`config.mk`:
```
export PLATFORM = sky130hd
export DESIGN_NAME = spi_nor_flash_command_sequencer
export DESIGN_NICKNAME = d
export VERILOG_FILES = /design/src/rtl/snf_pkg.sv /design/src/rtl/snf_decoder.sv /design/src/rtl/snf_emitter.sv /design/src/rtl/spi_nor_flash_command_sequencer.sv
export VERILOG_INCLUDE_DIRS = /design/src /design/src/rtl
export SDC_FILE = /design/constraint.sdc
export NUM_CORES = 1
export LEC_CHECK = 0
export ABC_AREA = 1
export CAP_MARGIN = 15
export CORE_MARGIN = 4
export CORE_UTILIZATION = 45
export CTS_BUF_LIST = sky130_fd_sc_hd__clkbuf_8
export DETAILED_ROUTE_END_ITERATION = 8
export DONT_BUFFER_PORTS = 1
export PLACE_DENSITY = 0.67
export SLEW_MARGIN = 40
export SYNTH_ARGS = -nofsm -noshare
export SYNTH_HDL_FRONTEND = slang
export SYNTH_SLANG_ARGS = --single-unit
```
`constraint.sdc`:
```
create_clock -name clock -period 2.54 [get_ports clock]
set_input_delay 0.254 -clock clock [delete_from_list [all_inputs] [get_ports clock]]
set_output_delay 0.254 -clock clock [all_outputs]
set_load 0.05 [all_outputs]
```
`src/rtl/spi_nor_flash_command_sequencer_macros.svh`:
```
// Assertion helpers shared by the sequencer modules.
`ifndef SPI_NOR_FLASH_COMMAND_SEQUENCER_MACROS_SVH
`define SPI_NOR_FLASH_COMMAND_SEQUENCER_MACROS_SVH

// Concurrent check that is switched off while reset is high.
`define SNF_ASSERT(label, clk, rst, prop, msg) \
   label: assert property (@(posedge clk) disable iff (rst) prop) else $error(msg);

// Concurrent check that also holds during reset.
`define SNF_ASSERT_ALWAYS(label, clk, prop, msg) \
   label: assert property (@(posedge clk) prop) else $error(msg);

`endif

```
`src/rtl/snf_pkg.sv`:
```
`default_nettype none

package snf_pkg;

   localparam int PageBytes     = 256;
   localparam int PageCntWidth  = 9;
   localparam int MaxResults    = 10;
   localparam int CountWidth    = 4;

   // Host commands.
   localparam logic [2:0] CMD_READ    = 3'd0;
   localparam logic [2:0] CMD_PROGRAM = 3'd1;
   localparam logic [2:0] CMD_ERASE   = 3'd2;
   localparam logic [2:0] CMD_DATA    = 3'd3;
   localparam logic [2:0] CMD_RXBYTE  = 3'd4;

   // Result kinds.
   localparam logic [2:0] KIND_SEL    = 3'd0;
   localparam logic [2:0] KIND_SEND   = 3'd1;
   localparam logic [2:0] KIND_DESEL  = 3'd2;
   localparam logic [2:0] KIND_DATA   = 3'd3;
   localparam logic [2:0] KIND_DONE   = 3'd4;
   localparam logic [2:0] KIND_REJECT = 3'd5;

   // Flash opcodes.
   localparam logic [7:0] OPC_WREN    = 8'h06;
   localparam logic [7:0] OPC_PROGRAM = 8'h02;
   localparam logic [7:0] OPC_ERASE   = 8'h20;
   localparam logic [7:0] OPC_READ    = 8'h03;
   localparam logic [7:0] OPC_RDSR    = 8'h05;
   localparam logic [7:0] DUMMY_BYTE  = 8'h00;

   // Operation in progress.
   localparam logic [1:0] OP_READ     = 2'd0;
   localparam logic [1:0] OP_PROGRAM  = 2'd1;
   localparam logic [1:0] OP_ERASE    = 2'd2;

   typedef struct packed {
      logic [2:0] kind;
      logic [7:0] value;
   } entry_type;

   // Words produced by one request; entry 0 goes out first.
   typedef struct packed {
      entry_type [MaxResults-1:0] entry;
      logic [CountWidth-1:0]      count;
   } batch_type;

   function automatic entry_type make_entry(input logic [2:0] kind, input logic [7:0] value);
      entry_type e;
      e.kind  = kind;
      e.value = value;
      return e;
   endfunction

endpackage

`default_nettype wire

```
`src/rtl/snf_decoder.sv`:
```
`default_nettype none

`include "spi_nor_flash_command_sequencer_macros.svh"

module snf_decoder (
   input  wire logic              clock,
   input  wire logic              reset,
   input  wire logic              accept,
   input  wire logic [2:0]        command,
   input  wire logic [23:0]       address,
   input  wire logic [15:0]       length,
   input  wire logic [7:0]        data_byte,
   output snf_pkg::batch_type     batch_out
);

   typedef enum logic [2:0] {
      PH_IDLE,
      PH_READ,
      PH_POLL_PRE,
      PH_PROG,
      PH_POLL_POST
   } phase_type;

   phase_type                           phase_ff, phase_in;
   logic [1:0]                          operation_ff, operation_in;
   logic [23:0]                         address_ff, address_in;
   logic [15:0]                         bytes_left_ff, bytes_left_in;
   logic [snf_pkg::PageCntWidth-1:0]    page_count_ff, page_count_in;
   logic [snf_pkg::PageCntWidth-1:0]    page_next;
   logic [15:0]                         bytes_dec;
   logic [snf_pkg::CountWidth-1:0]      n;
   snf_pkg::batch_type                  batch;

   assign bytes_dec = bytes_left_ff - 16'd1;
   assign page_next = page_count_ff + 1'b1;

   always_comb begin
      phase_in      = phase_ff;
      operation_in  = operation_ff;
      address_in    = address_ff;
      bytes_left_in = bytes_left_ff;
      page_count_in = page_count_ff;
      batch         = '0;
      n             = '0;

      if (phase_ff == PH_IDLE && command == snf_pkg::CMD_READ) begin
         operation_in  = snf_pkg::OP_READ;
         address_in    = address;
         bytes_left_in = length;
         batch.entry[n] = snf_pkg::make_entry(snf_pkg::KIND_SEL, snf_pkg::DUMMY_BYTE);  n = n + 1'b1;
         batch.entry[n] = snf_pkg::make_entry(snf_pkg::KIND_SEND, snf_pkg::OPC_READ);   n = n + 1'b1;
         batch.entry[n] = snf_pkg::make_entry(snf_pkg::KIND_SEND, address[23:16]);      n = n + 1'b1;
         batch.entry[n] = snf_pkg::make_entry(snf_pkg::KIND_SEND, address[15:8]);       n = n + 1'b1;
         batch.entry[n] = snf_pkg::make_entry(snf_pkg::KIND_SEND, address[7:0]);        n = n + 1'b1;
         if (length == 16'd0) begin
            batch.entry[n] = snf_pkg::make_entry(snf_pkg::KIND_DESEL, 8'h00);  n = n + 1'b1;
            batch.entry[n] = snf_pkg::make_entry(snf_pkg::KIND_DONE, 8'h00);   n = n + 1'b1;
         end else begin
            batch.entry[n] = snf_pkg::make_entry(snf_pkg::KIND_SEND, snf_pkg::DUMMY_BYTE);
            n = n + 1'b1;
            phase_in = PH_READ;
         end
      end else if (phase_ff == PH_IDLE &&
                   (command == snf_pkg::CMD_PROGRAM || command == snf_pkg::CMD_ERASE)) begin
         operation_in  = command[1:0];
         address_in    = address;
         page_count_in = '0;
         batch.entry[n] = snf_pkg::make_entry(snf_pkg::KIND_SEL, 8'h00);                n = n + 1'b1;
         batch.entry[n] = snf_pkg::make_entry(snf_pkg::KIND_SEND, snf_pkg::OPC_WREN);   n = n + 1'b1;
         batch.entry[n] = snf_pkg::make_entry(snf_pkg::KIND_DESEL, 8'h00);              n = n + 1'b1;
         batch.entry[n] = snf_pkg::make_entry(snf_pkg::KIND_SEL, 8'h00);                n = n + 1'b1;
         batch.entry[n] = snf_pkg::make_entry(snf_pkg::KIND_SEND, snf_pkg::OPC_RDSR);   n = n + 1'b1;
         batch.entry[n] = snf_pkg::make_entry(snf_pkg::KIND_SEND, snf_pkg::DUMMY_BYTE); n = n + 1'b1;
         phase_in = PH_POLL_PRE;
      end else if (phase_ff == PH_READ && command == snf_pkg::CMD_RXBYTE) begin
         batch.entry[n] = snf_pkg::make_entry(snf_pkg::KIND_DATA, data_byte);  n = n + 1'b1;
         bytes_left_in = bytes_dec;
         if (bytes_dec == 16'd0) begin
            batch.entry[n] = snf_pkg::make_entry(snf_pkg::KIND_DESEL, 8'h00);  n = n + 1'b1;
            batch.entry[n] = snf_pkg::make_entry(snf_pkg::KIND_DONE, 8'h00);   n = n + 1'b1;
            phase_in = PH_IDLE;
         end else begin
            batch.entry[n] = snf_pkg::make_entry(snf_pkg::KIND_SEND, snf_pkg::DUMMY_BYTE);
            n = n + 1'b1;
         end
      end else if ((phase_ff == PH_POLL_PRE || phase_ff == PH_POLL_POST) &&
                   command == snf_pkg::CMD_RXBYTE) begin
         batch.entry[n] = snf_pkg::make_entry(snf_pkg::KIND_DESEL, 8'h00);  n = n + 1'b1;
         if (data_byte[0]) begin
            // Still busy: poll the status register once more.
            batch.entry[n] = snf_pkg::make_entry(snf_pkg::KIND_SEL, 8'h00);  n = n + 1'b1;
            batch.entry[n] = snf_pkg::make_entry(snf_pkg::KIND_SEND, snf_pkg::OPC_RDSR);
            n = n + 1'b1;
            batch.entry[n] = snf_pkg::make_entry(snf_pkg::KIND_SEND, snf_pkg::DUMMY_BYTE);
            n = n + 1'b1;
         end else if (phase_ff == PH_POLL_POST) begin
            batch.entry[n] = snf_pkg::make_entry(snf_pkg::KIND_DONE, 8'h00);  n = n + 1'b1;
            phase_in = PH_IDLE;
         end else begin
            batch.entry[n] = snf_pkg::make_entry(snf_pkg::KIND_SEL, 8'h00);  n = n + 1'b1;
            if (operation_ff == snf_pkg::OP_PROGRAM) begin
               batch.entry[n] = snf_pkg::make_entry(snf_pkg::KIND_SEND, snf_pkg::OPC_PROGRAM);
            end else begin
               batch.entry[n] = snf_pkg::make_entry(snf_pkg::KIND_SEND, snf_pkg::OPC_ERASE);
            end
            n = n + 1'b1;
            batch.entry[n] = snf_pkg::make_entry(snf_pkg::KIND_SEND, address_ff[23:16]);
            n = n + 1'b1;
            batch.entry[n] = snf_pkg::make_entry(snf_pkg::KIND_SEND, address_ff[15:8]);
            n = n + 1'b1;
            batch.entry[n] = snf_pkg::make_entry(snf_pkg::KIND_SEND, address_ff[7:0]);
            n = n + 1'b1;
            if (operation_ff == snf_pkg::OP_PROGRAM) begin
               page_count_in = '0;
               phase_in      = PH_PROG;
            end else begin
               batch.entry[n] = snf_pkg::make_entry(snf_pkg::KIND_DESEL, 8'h00);  n = n + 1'b1;
               batch.entry[n] = snf_pkg::make_entry(snf_pkg::KIND_SEL, 8'h00);    n = n + 1'b1;
               batch.entry[n] = snf_pkg::make_entry(snf_pkg::KIND_SEND, snf_pkg::OPC_RDSR);
               n = n + 1'b1;
               batch.entry[n] = snf_pkg::make_entry(snf_pkg::KIND_SEND, snf_pkg::DUMMY_BYTE);
               n = n + 1'b1;
               phase_in = PH_POLL_POST;
            end
         end
      end else if (phase_ff == PH_PROG && command == snf_pkg::CMD_DATA) begin
         batch.entry[n] = snf_pkg::make_entry(snf_pkg::KIND_SEND, data_byte);  n = n + 1'b1;
         page_count_in = page_next;
         if (page_next >= snf_pkg::PageCntWidth'(snf_pkg::PageBytes)) begin
            // Page complete: close the program command and start polling.
            batch.entry[n] = snf_pkg::make_entry(snf_pkg::KIND_DESEL, 8'h00);  n = n + 1'b1;
            batch.entry[n] = snf_pkg::make_entry(snf_pkg::KIND_SEL, 8'h00);    n = n + 1'b1;
            batch.entry[n] = snf_pkg::make_entry(snf_pkg::KIND_SEND, snf_pkg::OPC_RDSR);
            n = n + 1'b1;
            batch.entry[n] = snf_pkg::make_entry(snf_pkg::KIND_SEND, snf_pkg::DUMMY_BYTE);
            n = n + 1'b1;
            phase_in = PH_POLL_POST;
         end
      end else begin
         batch.entry[n] = snf_pkg::make_entry(snf_pkg::KIND_REJECT, 8'h00);  n = n + 1'b1;
      end

      batch.count = n;
   end

   assign batch_out = batch;

   always_ff @(posedge clock) begin
      if (reset) begin
         phase_ff      <= PH_IDLE;
         operation_ff  <= snf_pkg::OP_READ;
         address_ff    <= '0;
         bytes_left_ff <= '0;
         page_count_ff <= '0;
      end else if (accept) begin
         phase_ff      <= phase_in;
         operation_ff  <= operation_in;
         address_ff    <= address_in;
         bytes_left_ff <= bytes_left_in;
         page_count_ff <= page_count_in;
      end
   end

   `SNF_ASSERT(a_batch_not_empty, clock, reset, accept |-> (batch_out.count != '0), "request produced no word")
   `SNF_ASSERT(a_prog_op, clock, reset, (phase_ff == PH_PROG) |-> (operation_ff == snf_pkg::OP_PROGRAM), "data phase outside a program")

endmodule

`default_nettype wire

```
`src/rtl/snf_emitter.sv`:
```
`default_nettype none

`include "spi_nor_flash_command_sequencer_macros.svh"

module snf_emitter (
   input  wire logic               clock,
   input  wire logic               reset,
   input  wire logic               load,
   input  wire snf_pkg::batch_type batch_in,
   output logic                    load_ready,
   output logic                    rsp_tvalid,
   input  wire logic               rsp_tready,
   output logic [7:0]              rsp_tdata,
   output logic [2:0]              rsp_tuser,
   output logic                    rsp_tlast
);

   snf_pkg::batch_type               batch_ff;
   logic [snf_pkg::CountWidth-1:0]   idx_ff;
   logic                             valid_ff;
   logic                             take;
   logic                             finish;

   assign rsp_tvalid = valid_ff;
   assign rsp_tuser  = batch_ff.entry[idx_ff].kind;
   assign rsp_tdata  = batch_ff.entry[idx_ff].value;
   assign rsp_tlast  = (idx_ff == batch_ff.count - 1'b1);

   assign take       = valid_ff && rsp_tready;
   assign finish     = take && rsp_tlast;
   // A new batch may land in the same cycle the last word of the old one leaves.
   assign load_ready = !valid_ff || finish;

   always_ff @(posedge clock) begin
      if (reset) begin
         valid_ff <= 1'b0;
         idx_ff   <= '0;
      end else if (load) begin
         valid_ff <= 1'b1;
         idx_ff   <= '0;
      end else if (finish) begin
         valid_ff <= 1'b0;
      end else if (take) begin
         idx_ff   <= idx_ff + 1'b1;
      end
   end

   always_ff @(posedge clock) begin
      if (load) begin
         batch_ff <= batch_in;
      end
   end

   `SNF_ASSERT(a_idx_in_range, clock, reset, valid_ff |-> (idx_ff < batch_ff.count), "word index past batch end")
   `SNF_ASSERT(a_hold_until_last, clock, reset, (valid_ff && !rsp_tlast) |-> !load_ready, "new batch accepted mid-batch")
   `SNF_ASSERT(a_advance, clock, reset, (take && !rsp_tlast) |=> (valid_ff && idx_ff != '0), "batch dropped before last word")

endmodule

`default_nettype wire

```
`src/rtl/spi_nor_flash_command_sequencer.sv`:
```
// Latency: the first result word of a request is on rsp_* in the cycle after it is accepted.
// Throughput: a request of N words (1 to 10) holds the output register until its last word
// is taken; the next request is taken in the cycle that word leaves, so one request per
// cycle if each yields one word and rsp_tready is high. The output register sets this rate.
// Reset: synchronous, active high; phase returns to idle, counters clear, no word pending.
`default_nettype none

module spi_nor_flash_command_sequencer (
   input  wire logic        clock,
   input  wire logic        reset,
   // Request channel.
   input  wire logic        req_tvalid,
   output logic             req_tready,
   input  wire logic [47:0] req_tdata,  // address[23:0], length[39:24], data_byte[47:40]
   input  wire logic [2:0]  req_tuser,  // command[2:0]
   // Result channel.
   output logic             rsp_tvalid,
   input  wire logic        rsp_tready,
   output logic [7:0]       rsp_tdata,  // value[7:0]
   output logic [2:0]       rsp_tuser,  // kind[2:0]
   output logic             rsp_tlast   // last word caused by a request
);

   // Each accepted request is decoded in one pass: the decoder moves the phase state
   // and builds the full list of words (chip select, MOSI bytes, read data, done or
   // reject) that the request causes. The emitter holds that list and hands out one
   // word per handshake.

   logic                 accept;
   snf_pkg::batch_type   batch;

   assign accept = req_tvalid && req_tready;

   snf_decoder u_decoder (
      .clock     (clock),
      .reset     (reset),
      .accept    (accept),
      .command   (req_tuser),
      .address   (req_tdata[23:0]),
      .length    (req_tdata[39:24]),
      .data_byte (req_tdata[47:40]),
      .batch_out (batch)
   );

   snf_emitter u_emitter (
      .clock      (clock),
      .reset      (reset),
      .load       (accept),
      .batch_in   (batch),
      .load_ready (req_tready),
      .rsp_tvalid (rsp_tvalid),
      .rsp_tready (rsp_tready),
      .rsp_tdata  (rsp_tdata),
      .rsp_tuser  (rsp_tuser),
      .rsp_tlast  (rsp_tlast)
   );

endmodule

`default_nettype wire

```
# --- Word-level counts from Yosys, hierarchy flattened ---
# Cells that the tools add are included.
classes:
  addsub: 4
  order_cmp: 2
  eq_ne: 18
  mux: 67
  n_bitwise: 3
  n_reduce_logical: 32
op_table:
  columns: ["operator", "count"]
  rows:
  - ["66-bit 2-to-1 mux", 6]
  - ["88-bit 2-to-1 mux", 4]
  - ["44-bit 2-to-1 mux", 2]
  - ["42-bit 2-to-1 mux", 2]
  - ["77-bit 2-to-1 mux", 1]
  - ["11-bit 2-to-1 mux", 6]
  - ["33-bit 2-to-1 mux", 2]
  - ["9-bit 2-to-1 mux", 7]
  - ["55-bit 2-to-1 mux", 1]
  - ["16-bit 2-to-1 mux", 3]
  - ["24-bit 2-to-1 mux", 2]
  - ["11-bit binary-select mux with 4-bit select", 1]
  - ["3-bit 2-to-1 mux", 13]
  - ["16-bit zero test", 2]
  - ["4-bit 2-to-1 mux", 7]
  - ["22-bit 2-to-1 mux", 1]
  - ["10-bit 2-to-1 mux", 2]
  - ["16-bit by 1-bit subtractor with 16-bit output, second input constant", 1]
  - ["3-bit by 2-bit == test with 1-bit output, second input constant", 4]
  - ["5-bit nonzero test", 2]
  - ["9-bit by 1-bit adder with 9-bit output, second input constant", 1]
  - ["9-bit greater-or-equal comparator, second input constant", 1]
  - ["3-bit by 2-bit inequality test with 1-bit output, second input constant", 3]
  - ["1-bit logical AND", 8]
  - ["27 further kinds", 44]
totals:
  reg_bits: 173
  inputBits: 55
  out_inout_bits: 14
  word_cells: 159

# --- Depth between registers and ports, before layout ---
# Gate-level depths: netlist of the first run.
depth:
  word_depth: 15
  depth_mapped: 15
  ltp_nobuf: 15

# --- Hierarchy ---
# From an unflattened synthesis of the first run, not the netlist that was laid out.
unflattened:
  hier_cells: 957
  area_unflattened_um2: 8658.3
modules_own_cells:
  columns: ["module", "instances", "cells_per_inst", "area_each_um2", "seq_area_each_um2"]
  rows:
  - ["snf_emitter", 1, 362, 4769.6, 3523.4]
  - ["snf_decoder", 1, 593, 3881.2, 1081.0]
  - ["spi_nor_flash_command_sequencer", 1, 2, 7.5, 0.0]

# --- Worst setup path after synthesis of the first run ---
# OpenSTA, ideal clock, no wires.
synth_timing:
  path_type: "flip-flop to output port"
  from: "register u_emitter.idx_ff[0] (netlist name)"
  to: "output rsp_tuser[1]"
  t_arrival_ns: 3.351
  t_required_ns: 2.286
  slack_ns: -1.065
  stages_incl_launch_ff: 6
  n_path_buf: 2
  path_cell_list: "dfxtp_1 > buf_2 > inv_2 > clkbuf_1 > o21ai_0 > a2111oi_0"
synth_via:
  elab_chain_len: 2
synth_lines:
  columns: ["element", "line_no", "rtl"]
  rows:
  - ["from (decl)", "snf_emitter.sv:19", "logic [snf_pkg::CountWidth-1:0] idx_ff;"]
  - ["from (signal assigned)", "snf_emitter.sv:44", "idx_ff <= idx_ff + 1'b1;"]
  - ["11-bit binary-select mux with 4-bit select", "snf_emitter.sv:25", "assign rsp_tuser = batch_ff.entry[idx_ff].kind;"]
  - ["11-bit 2-to-1 mux (implied by the code)", "snf_emitter.sv:25", null]
  - ["to (decl)", "spi_nor_flash_command_sequencer.sv:20", "output logic [2:0] rsp_tuser,"]
# No other way between the ends. The select of a mux whose other input is x is not followed.

# --- Worst setup path after layout of the first run ---
layout_timing:
  from: "register u_emitter.batch_ff[0] (netlist name)"
  to: "output req_tready"
layout_via:
  elab_chain_len: 4
layout_lines:
  columns: ["element", "line_no", "rtl"]
  rows:
  - ["from (decl)", "snf_emitter.sv:18", "snf_pkg::batch_type batch_ff;"]
  - ["from (signal assigned)", "snf_emitter.sv:50", "batch_ff <= batch_in;"]
  - ["4-bit by 1-bit subtractor with 4-bit output", "snf_emitter.sv:27", "assign rsp_tlast = (idx_ff == batch_ff.count - 1'b1);"]
  - ["4-bit == test", "snf_emitter.sv:27", null]
  - ["1-bit logical AND", "snf_emitter.sv:30", "assign finish = take && rsp_tlast;"]
  - ["1-bit logical OR", "snf_emitter.sv:32", "assign load_ready = !valid_ff || finish;"]
  - ["to (decl)", "spi_nor_flash_command_sequencer.sv:13", "output logic req_tready,"]
# No other way between the ends.

==> metrics, run 1 <==
HPWL Detailed=11,320 um; CP Class=reg -> out; dominant cells by area after synthesis=edfxtp_1 (28%), dfxtp_1 (19%), nand2_1 (12%), nor2_1 (8.0%), nand3_1 (5.6%); Post-Syn Area=6377 sq um; worst rel slew slack=51.55%; clk sinks=119; Routability Congestion=0.8865; grt ovf=0; DIE WIDTH=127.0 um; RR Startpoint=u_emitter.batch_ff[0]; Leak Pwr=0.003055 uW; Reg clk slew, reported paths=0.08 ns; Metal-1 WL=7673 um; post-CTS resize count=0; Syn Nets=911; Async SR Flop Fraction=0%; Post-synth EDFFs=60; Slew @ Worst Pin=0.7241 ns; Design Power=4718 uW; Tmin final=2.338 ns; Synth-to-Final Area Change=16.89%; critical path depth=8; CTS Buffer Depth=2; wire length per cell=15.26 um; DR WL met2=7546 um; Yosys warnings=0; sequential-to-total area share from yosys stat=46.77%; power per cell area=632.9 nW/um^2; total track usage=20.82%; Final setup viols=0; total CTS buffers=17; Final Util=53.70%; Worst path most repeated cell=inv_1; setup TNS=0 ns; VDD IR-drop max=403.0 uV; Nets=959; crit end category=output port; Finished Layout Cells=1,092; min-delay worst type=in -> reg; CP top delay family=buffers and inverters; initial drt markers=620; CP max stage delay=0.41 ns; CP max stage cell=edfxtp_1; placed insts=1,025; wire length on met3=1251 um; Core Area=13,880 sq um; Final Hold Vio Count=0; ANT cells=0; Final ANT Viol Nets=0; # H-tree levels=4; Setup crit start=u_emitter.batch_ff[0]; Hold Path Depth=2; number of global-route vias before repair=5,261; syn_area_per_cell=7.494 sq um; Clock Skew=0.01452 ns; Slew Viols, Final=0; R2R Path End=u_decoder.bytes_left_ff[11]; Worst-Skew Late Latency=0.45 ns; Buf+Inv Stages, Crit Path=2; crit path DAT=2.08 ns; max cap viols=0; vias post-DR=5,663; CTS tree=yes; DRT Pass-1 Iters=5; first-pass GRT wire length=26,770 um; post-synth top area share=28.25%; status=complete, no violations; initial antenna violation count=0; reg-to-reg slack, setup=0.26 ns; largest net degree at the start of global routing=37; crit-path cells=inv_1 -> ha_1 -> xnor2_1 -> a21oi_1 -> nand3_2 -> nand2_2 -> nand2_1 -> inv_1; Most used DFF post-synth=edfxtp_1; final WL=16,670 um; fin crit share=92.04%; Post-Synthesis Cells=851; hold path endpoint=u_emitter.batch_ff[51]; DRC viols=0; row cnt=43; vias per cell=5.186; final hold slack=0.03057 ns; RSZ-0062 raised after global routing=false; starting density of the core=45.94%; Startpoint Class=flop; crit-path max FO=3; worst hold path startpoint=req_tdata[3]; PortBufs=0; Top Layer Used=met4; I/O pin count=69; die footprint=16,140 sq um; cell taking the most area after synthesis=edfxtp_1; fraction of layout cells with a size suffix above 1=10.31%; Root Driver=clkbuf_8; number of synthesized register bits=119; f_max=0.4277 GHz; Netlist cell types=46; reg2reg path depth=11; WP data required=2.29 ns; Die Ht=127.0 um
cells in the mapped netlist (3+ instances only):
| library cell | instances |
|---|---|
| nor2_2 | 5 |
| nand2_1 | 202 |
| a21oi_1 | 50 |
| nor3_1 | 7 |
| nand4_1 | 6 |
| nand3_1 | 71 |
| edfxtp_1 | 60 |
| inv_1 | 84 |
| nand3_2 | 4 |
| ha_1 | 5 |
| dfxtp_1 | 59 |
| o22ai_1 | 7 |
| nand2_2 | 4 |
| buf_1 | 3 |
| nor2_1 | 136 |
| xnor2_1 | 4 |
| clkbuf_1 | 19 |
| inv_2 | 9 |
| xor2_1 | 7 |
| o21ai_0 | 67 |
| buf_4 | 4 |
| buf_2 | 4 |
| nor4_1 | 5 |
| buf_6 | 3 |
metal layers:
| layer | global-route usage [%] | vias up |
|---|---|---|
| met2 | 31.69 | 206 |
| met3 | 6.020 | 21 |
| li1 | - | 2881 |
| met4 | 6.309 | 0 |
| met1 | 28.91 | 2555 |
| met5 | 0 | - |
through the flow:
stage | setup slack, ns | area, sq um
6_report | 0.2021 | 7455
5_1_grt | 0.05037 | 7455
4_1_cts | 0.1577 | 7455
3_5_place_dp | 0.2594 | 6685
3_3_place_gp | 0.3106 | 6685
2_1_floorplan | 0.2551 | 6384
worst max path at each step:
stage                                             end
after floorplan                          rsp_tuser[1]
after global placement     u_decoder.bytes_left_ff[8]
after detailed placement  u_decoder.bytes_left_ff[15]
after CTS                                  req_tready
after global routing                     rsp_tdata[4]
final                                      req_tready
area by class of cell:
class                      count  area [sq um]
timing repair buffer          63         608.1
clock buffer                  18         247.7
tap                          180         225.2
clock inverter                14         161.4
fill                        1347          6426
multi-input combinational    604          2874
sequential                   119          2983
inverter                      94         355.3
cell usage in the layout, fill, tap and decap left out, types with 3 or more instances in the layout:
| master | instances |
|---|---|
| buf_4 | 25 |
| nor4_1 | 5 |
| nand4_1 | 6 |
| inv_1 | 87 |
| buf_12 | 4 |
| clkbuf_8 | 18 |
| clkinvlp_4 | 5 |
| o21ai_0 | 67 |
| nand2_1 | 202 |
| edfxtp_1 | 60 |
| dfxtp_1 | 59 |
| nand2_2 | 4 |
| nand3_1 | 71 |
| ha_1 | 5 |
| xor2_1 | 7 |
| nor2_2 | 6 |
| nor3_1 | 7 |
| dlygate4sd3_1 | 34 |
| xnor2_1 | 4 |
| nand3_2 | 4 |
| inv_2 | 9 |
| a21oi_1 | 50 |
| nor2_1 | 135 |
| bufinv_16 | 3 |
| o22ai_1 | 7 |
what timing repair did:
| item | in CTS | in global routing |
|---|---|---|
| setup endpoints to repair | 0 | 0 |
| hold buffers | 35 | 0 |
| endpoints found under the hold margin | 51 | 0 |
| setup buffers | 0 | 0 |
kinds of logic (layout without fill, tap and decap cells):
family,Yosys count,in the layout,share of synthesized area [%]
compound gates,134,134,11.36
buf+inv,128,189,8.495
simple gates,454,454,30.88
fa+ha+maj,5,5,0.9810
flops,119,119,46.77
xor+xnor,11,11,1.511
worst register-to-register path: cells and delay by family (launching register included):
family | cells | cell delay, ns
and+or+nand+nor | 5 | 0.57
AOI/OAI and AO/OA | 2 | 0.44
DFF | 1 | 0.41
buffers and inverters | 2 | 0.38
adders and majority gates | 1 | 0.24
xor gates and xnor gates | 1 | 0.12
state kept, by name, summed over array words and instances, names as in the netlist:
signal and cells:
u_emitter.rsp_tvalid 1, u_decoder.address_ff 24, u_decoder.phase_ff 3, u_decoder.operation_ff 2, u_emitter.batch_ff 60, u_emitter.idx_ff 4
u_decoder.page_count_ff 9, u_decoder.bytes_left_ff 16
power by group:
| part | internal, uW | switching, uW |
|---|---|---|
| sequential | 2130 | 51.5 |
| combinational | 253 | 519 |
| clock | 984 | 783 |
| total | 3360 | 1350 |
Power figures use the tool's default switching activity.
==> inputs of run 2 (changes only) <==
--- a/config.mk
+++ b/config.mk
@@ -17,4 +17,5 @@
 export SLEW_MARGIN = 40
 export SYNTH_ARGS = -nofsm -noshare
 export SYNTH_HDL_FRONTEND = slang
+export SYNTH_HIERARCHICAL = 1
 export SYNTH_SLANG_ARGS = --single-unit
==> run 2 against run 1 <==
Net effect:
- global-route usage is 2.4 points lower
- power is 23% higher
- sequential share of layout area is 6.7 points higher
- highest routed layer unchanged
==> metrics, run 2 <==
Die Ht=146.7 um (+15%); Slew Viols, Final=0 (unchanged); fin crit share=99.29% (+7.2 points); CTS Buffer Depth=2 (unchanged); Clock Skew=0.01294 ns (-0.001587 ns); first-pass GRT wire length=31,440 um (+17%); Nets=1,060 (+11%); Final Util=52.39% (-1.3 points); Post-Syn Area=8658 sq um (+36%); initial drt markers=538 (-13%); fraction of layout cells with a size suffix above 1=13.72% (+3.4 points); total track usage=18.43% (-2.4 points); Design Power=5792 uW (+23%); power per cell area=587.1 nW/um^2 (-7.2%); die footprint=21,520 sq um (+33%); Most used DFF post-synth=edfxtp_1; Leak Pwr=0.003888 uW (+27%); # H-tree levels=4 (unchanged); crit-path cells=inv_2 -> ha_4 -> xnor2_2 -> nor2_2 -> nand4_1 -> nand2_4 -> nand2_4 -> clkinvlp_4 -> inv_4 -> buf_6 -> nor3_4 -> buf_6 -> o211ai_4 -> nor3_1 -> nor3b_2; Post-synth EDFFs=114 (+90%); syn_area_per_cell=9.047 sq um (+21%); number of global-route vias before repair=6,076 (+15%); Synth-to-Final Area Change=13.93%; initial antenna violation count=0 (unchanged); Final ANT Viol Nets=0 (unchanged); DIE WIDTH=146.7 um (+15%); CP max stage delay=0.42 ns (about the same); cell taking the most area after synthesis=edfxtp_1; f_max=0.3965 GHz (-7.3%); met2 usage=32.08% (+0.39 points); crit end category=flop; most common cell after layout, fill and taps aside=nor2_1; Routability Congestion=0.8675 (-2.1%); final setup margin=0.01808 ns (-0.1840 ns); Synth Area in Compound Gates=13.21% (+1.8 points); min-delay worst type=in -> reg; wire length per cell=16.14 um (+5.8%); crit-path max FO=8 (+5); mux cell area share after synthesis=1.272% (+1.3 points); CP max stage cell=edfxtp_1; dominant cells by area after synthesis=edfxtp_1 (40%), dfxtp_1 (14%), nor2_1 (7.2%), buf_4 (5.0%), nand2_1 (5.0%); number of synthesized register bits=173 (+45%); Post-Synth XOR/XNOR Area=0.9104% (-0.60 points); clk sinks=173 (+45%); Reg clk slew, reported paths=0.09 ns (about the same); DRC viols=0 (unchanged); Core Area=18,830 sq um (+36%); largest family of logic cells by synthesized area=simple AND/OR/NAND/NOR gates; RR Startpoint=u_emitter/batch_ff[0]; Netlist cell types=44 (-4.3%); CP Class=reg -> reg; leading post-synthesis cells by instance count=nor2_1 (166), nand2_1 (115), edfxtp_1 (114); final WL=20,550 um (+23%); I/O pin count=69 (unchanged); largest net degree at the start of global routing=56 (+51%); reg2reg path depth=15 (+4); RSZ-0062 raised after global routing=true; row cnt=50 (+16%); Tmin final=2.522 ns (+0.1840 ns); vias post-DR=6,521 (+15%); status=complete, no violations; starting density of the core=45.98% (about the same); Largest Register=u_emitter/batch_ff; max cap viols=0 (unchanged); PortBufs=0 (unchanged); sequential-to-total area share from yosys stat=53.18% (+6.4 points); WP data required=2.88 ns (+0.59 ns); global routing's busiest layer=met2; Root Driver=clkbuf_8; Top Registers=u_emitter/batch_ff (114), u_decoder/address_ff (24), u_decoder/bytes_left_ff (16); vias per cell=5.123 (-1.2%); VDD IR-drop max=335.1 uV (-17%); post-synthesis simple-gate area fraction=19.67% (-11 points); ANT cells=0 (unchanged); DRT Pass-1 Iters=5 (unchanged); commonest non-fill, non-tap cells in the layout=nor2_1 (163), edfxtp_1 (114), nand2_1 (113), inv_1 (76), o21ai_0 (65); worst hold path startpoint=req_tdata[18]; worst rel slew slack=42.56% (-9.0 points); post-synth top area share=39.54% (+11 points); Setup crit start=u_emitter/batch_ff[0]; top-count cell post-synth=nor2_1; Post-Synthesis Cells=957 (+12%); Worst-Skew Late Latency=0.45 ns (about the same); setup TNS=0 ns (unchanged); Yosys warnings=6 (+6); grt ovf=0 (unchanged); max FFs per register=114 (+90%); Slew @ Worst Pin=0.8587 ns (+0.1346 ns); met3 Use GR=3.979% (-2.0 points); CTS tree=yes; post-synthesis adder-cell area fraction=0.7225% (-0.26 points); HPWL Detailed=13,570 um (+20%); Final setup viols=0 (unchanged); Async SR Flop Fraction=0% (unchanged); setup slack after placement=0.03409 ns (-0.2254 ns); Startpoint Class=flop; crit path DAT=2.86 ns (+0.78 ns); Hold Path Depth=2 (unchanged); GRT met1 Usage=23.14% (-5.8 points); Final Hold Vio Count=0 (unchanged); total CTS buffers=17 (unchanged)
run 2: cell count changes in the layout (fill, tap and decap cells not counted), sizes merged, moves of 11 or more:
cell	delta
nor2	+38
a32o	+12
buf	+11
a21oi	-16
nand3	-31
conb	+48
mux2i	+11
o21ai	+41
o211ai	+25
edfxtp	+54
nand2	-79
run 2: kinds of logic after synthesis:
family | after synthesis
AND/OR/NAND/NOR | 384
multiplexers | 11
flip-flops | 173
other | 1
AO/OA/AOI/OAI | 193
XOR/XNOR | 9
adder cells (fa/ha/maj) | 5
buffers and inverters | 181
run 2: worst paths after layout:
path                            slack (ns)                          to
worst max register to register        0.02  u_decoder/page_count_ff[2]
worst min register to register        0.46     u_decoder/address_ff[3]
worst max-delay path                  0.02  u_decoder/page_count_ff[2]
worst min-delay path                  0.03      u_emitter/batch_ff[28]
run 2: per-layer routing:
layer	vias to the layer above	wire [um]
li1	3237	-
met1	3095	8693
met2	168	10390
met3	21	1240
met4	0	227
met5	-	0
run 2: worst max-delay path: cells and delay by family (launching register included):
kind	cells	cell delay, ns
xor gates and xnor gates	1	0.13
buffers and inverters	5	0.56
adders and majority gates	1	0.20
AOI/OAI and AO/OA	1	0.12
and+or+nand+nor	7	0.98
DFF	1	0.42
run 2: timing repair:
action                                  in CTS  in global routing
hold endpoints to repair                    49                  0
endpoints found under the setup margin       3                 81
resized for setup                            1                 21
buffers inserted                             0                  8
pin swaps                                    0                 12
hold buffers                                27                  0
cloned                                       0                  6
run 2: power by group:
group	leakage, uW	total (uW)	internal [uW]	switching (uW)
logic	0.00211	932	336	596
clock network	0.000181	1620	671	947
registers	0.00159	3240	3180	61.8
run 2: layout make-up:
type	instances	area, sq um
Timing Repair Buffer	71	840.8
Inverter	83	321.6
Timing Repair inverter	1	7.507
Clock inverter	14	68.82
Clock buffer	18	247.7
Tap cell	260	325.3
Multi-Input combinational cell	653	3447
Fill cell	1731	8966
Sequential cell	173	4606
run 2: stage by stage:
stage | cells | hold WS, ns | cell area, sq um
2_1_floorplan | 1004 | 0.3202 | 8932
3_3_place_gp | 1200 | 0.3242 | 9045
3_5_place_dp | 1200 | 0.3258 | 9045
4_1_cts | 1259 | 0.001560 | 9635
5_1_grt | 1273 | 0.006064 | 9864
6_report | 1273 | 0.02830 | 9864
==> inputs of run 3 (changes only) <==
--- a/config.mk
+++ b/config.mk
@@ -13,7 +13,7 @@
 export CTS_BUF_LIST = sky130_fd_sc_hd__clkbuf_8
 export DETAILED_ROUTE_END_ITERATION = 8
 export DONT_BUFFER_PORTS = 1
-export PLACE_DENSITY = 0.67
+export PLACE_DENSITY = 0.62
 export SLEW_MARGIN = 40
 export SYNTH_ARGS = -nofsm -noshare
 export SYNTH_HDL_FRONTEND = slang
==> run 3 against run 2 <==
Net effect:
- final area up 0.22%
- critical path depth down 7
- clock power up 9%
- die area unchanged
- fmax up 3.4%
- clock-buffer cell count up 1
- flip-flop and latch count unchanged
- sequential power about the same
- global-route usage up 0.26 points
- highest routed layer unchanged
==> metrics, run 3 (same netlist as run 2, synthesis figures left out) <==
vias post-DR=6,472 (-0.75%); fraction of layout cells with a size suffix above 1=13.30% (-0.42 points); fill count=1,729 (-0.12%); RR Startpoint=u_emitter/batch_ff[0]; Root Driver=clkbuf_8; I/O pin count=69 (unchanged); Final setup viols=0 (unchanged); first-pass GRT wire length=31,820 um (+1.2%); Core Area=18,830 sq um (unchanged); Slew @ Worst Pin=0.8251 ns (-0.03366 ns); Routability Congestion=0.8615 (-0.69%); most common cell after layout, fill and taps aside=nor2_1; Startpoint Class=flop; Nets=1,062 (+0.19%); Final Util=52.50% (+0.11 points); Tmin final=2.439 ns (-0.08263 ns); starting density of the core=45.98% (unchanged); Reg clk slew, reported paths=0.08 ns (about the same); Largest Register=u_emitter/batch_ff; power per cell area=600.7 nW/um^2 (+2.3%); VDD IR-drop max=329.8 uV (-1.6%); grt ovf=0 (unchanged); commonest non-fill, non-tap cells in the layout=nor2_1 (164), edfxtp_1 (114), nand2_1 (113), inv_1 (75), o21ai_0 (66); CTS Buffer Depth=2 (unchanged); Slew Viols, Final=0 (unchanged); setup TNS=0 ns (unchanged); number of global-route vias before repair=6,132 (+0.92%); fin crit share=96.04% (-3.3 points); crit-path max FO=22 (+14); largest net degree at the start of global routing=65 (+16%); WP data required=2.29 ns (-0.59 ns); Leak Pwr=0.003910 uW (+0.57%); Clock Skew=0.01451 ns (+0.001574 ns); f_max=0.4100 GHz (+3.4%); worst rel slew slack=44.81% (+2.3 points); Final ANT Viol Nets=0 (unchanged); max FFs per register=114 (unchanged); Top Registers=u_emitter/batch_ff (114), u_decoder/address_ff (24), u_decoder/bytes_left_ff (16); HPWL Detailed=13,970 um (+3.0%); final WL=20,320 um (-1.1%); DRC viols=0 (unchanged); vias per cell=5.072 (-0.98%); wire length per cell=15.93 um (-1.3%); crit path DAT=2.19 ns (-0.67 ns); Synth-to-Final Area Change=14.18%; clk sinks=173 (unchanged); DIE WIDTH=146.7 um (unchanged); CP Class=reg -> out; total CTS buffers=17 (unchanged); DRT Pass-1 Iters=5 (unchanged); crit end category=output port; Final Hold Vio Count=0 (unchanged); Worst-Skew Late Latency=0.46 ns (about the same); # H-tree levels=4 (unchanged); row cnt=50 (unchanged); PortBufs=0 (unchanged); initial drt markers=428 (-20%); Die Ht=146.7 um (unchanged); die footprint=21,520 sq um (unchanged); CTS tree=yes; status=complete, no violations; total track usage=18.69% (+0.26 points); max cap viols=0 (unchanged); initial antenna violation count=1 (+1); worst hold path startpoint=req_tdata[7]; min-delay worst type=in -> reg; Setup crit start=u_emitter/idx_ff[0]
run 3: power breakdown:
group / internal [uW] / switching (uW) / leakage [uW]
registers: 3180 / 61.4 / 0.00159
logic: 336 / 588 / 0.00212
clock network: 813 / 960 / 0.000195
run 3: worst paths after layout:
check                               end  slack (ns)  cells after the start
max                        rsp_tdata[1]        0.10                      8
min             u_decoder/address_ff[7]        0.03                      2
max reg2reg  u_decoder/page_count_ff[2]        0.10                     14
min reg2reg     u_decoder/address_ff[4]        0.46                      2
run 3: worst max-delay path, cell delays in order (launching register included):
cell      delay, ns
dfxtp_2        0.52
buf_12         0.21
nor2_1         0.06
nor2_1         0.17
o21ai_1        0.10
o211ai_1       0.17
nand3_1        0.15
o21ai_1        0.17
buf_12         0.17
run 3: area by class of cell:
class	count	area [sq um]	area share (%)
Antenna cell	1	2.502	0.02531
Clock buffer	19	261.5	2.645
Clock inverter	13	101.3	1.025
Inverter	83	315.3	3.189
Multi-Input combinational cell	651	3382	34.21
Sequential cell	173	4606	46.59
Tap cell	260	325.3	3.291
Timing Repair Buffer	76	892.1	9.024
run 3: stage by stage:
step / instance area (sq um) / power [uW] / hold slack, ns / cells / setup WS, ns
2_1_floorplan: 8932 / 3949 / 0.3202 / 1004 / -1.285
3_3_place_gp: 9095 / 4131 / 0.3241 / 1205 / 0.1836
3_5_place_dp: 9095 / 4144 / 0.3246 / 1205 / 0.1187
4_1_cts: 9758 / 5954 / 0.003365 / 1267 / 0.02872
5_1_grt: 9886 / 6220 / 0.008214 / 1276 / -0.01404
6_report: 9886 / 5938 / 0.02694 / 1276 / 0.1007
run 3: repair_timing:
| action | 4_1_cts | 5_1_grt |
|---|---|---|
| setup buffers | 0 | 5 |
| resized for setup | 0 | 6 |
| hold buffers | 30 | 0 |
| hold endpoints to repair | 60 | 0 |
| setup endpoints to repair | 0 | 30 |
run 3: layer usage:
metal	vias up	track usage [%]	wire (um)
li1	3238	-	-
met1	3007	24.78	8816
met2	191	29.98	9685
met3	36	4.195	1234
met4	0	7.244	586
met5	-	0	0
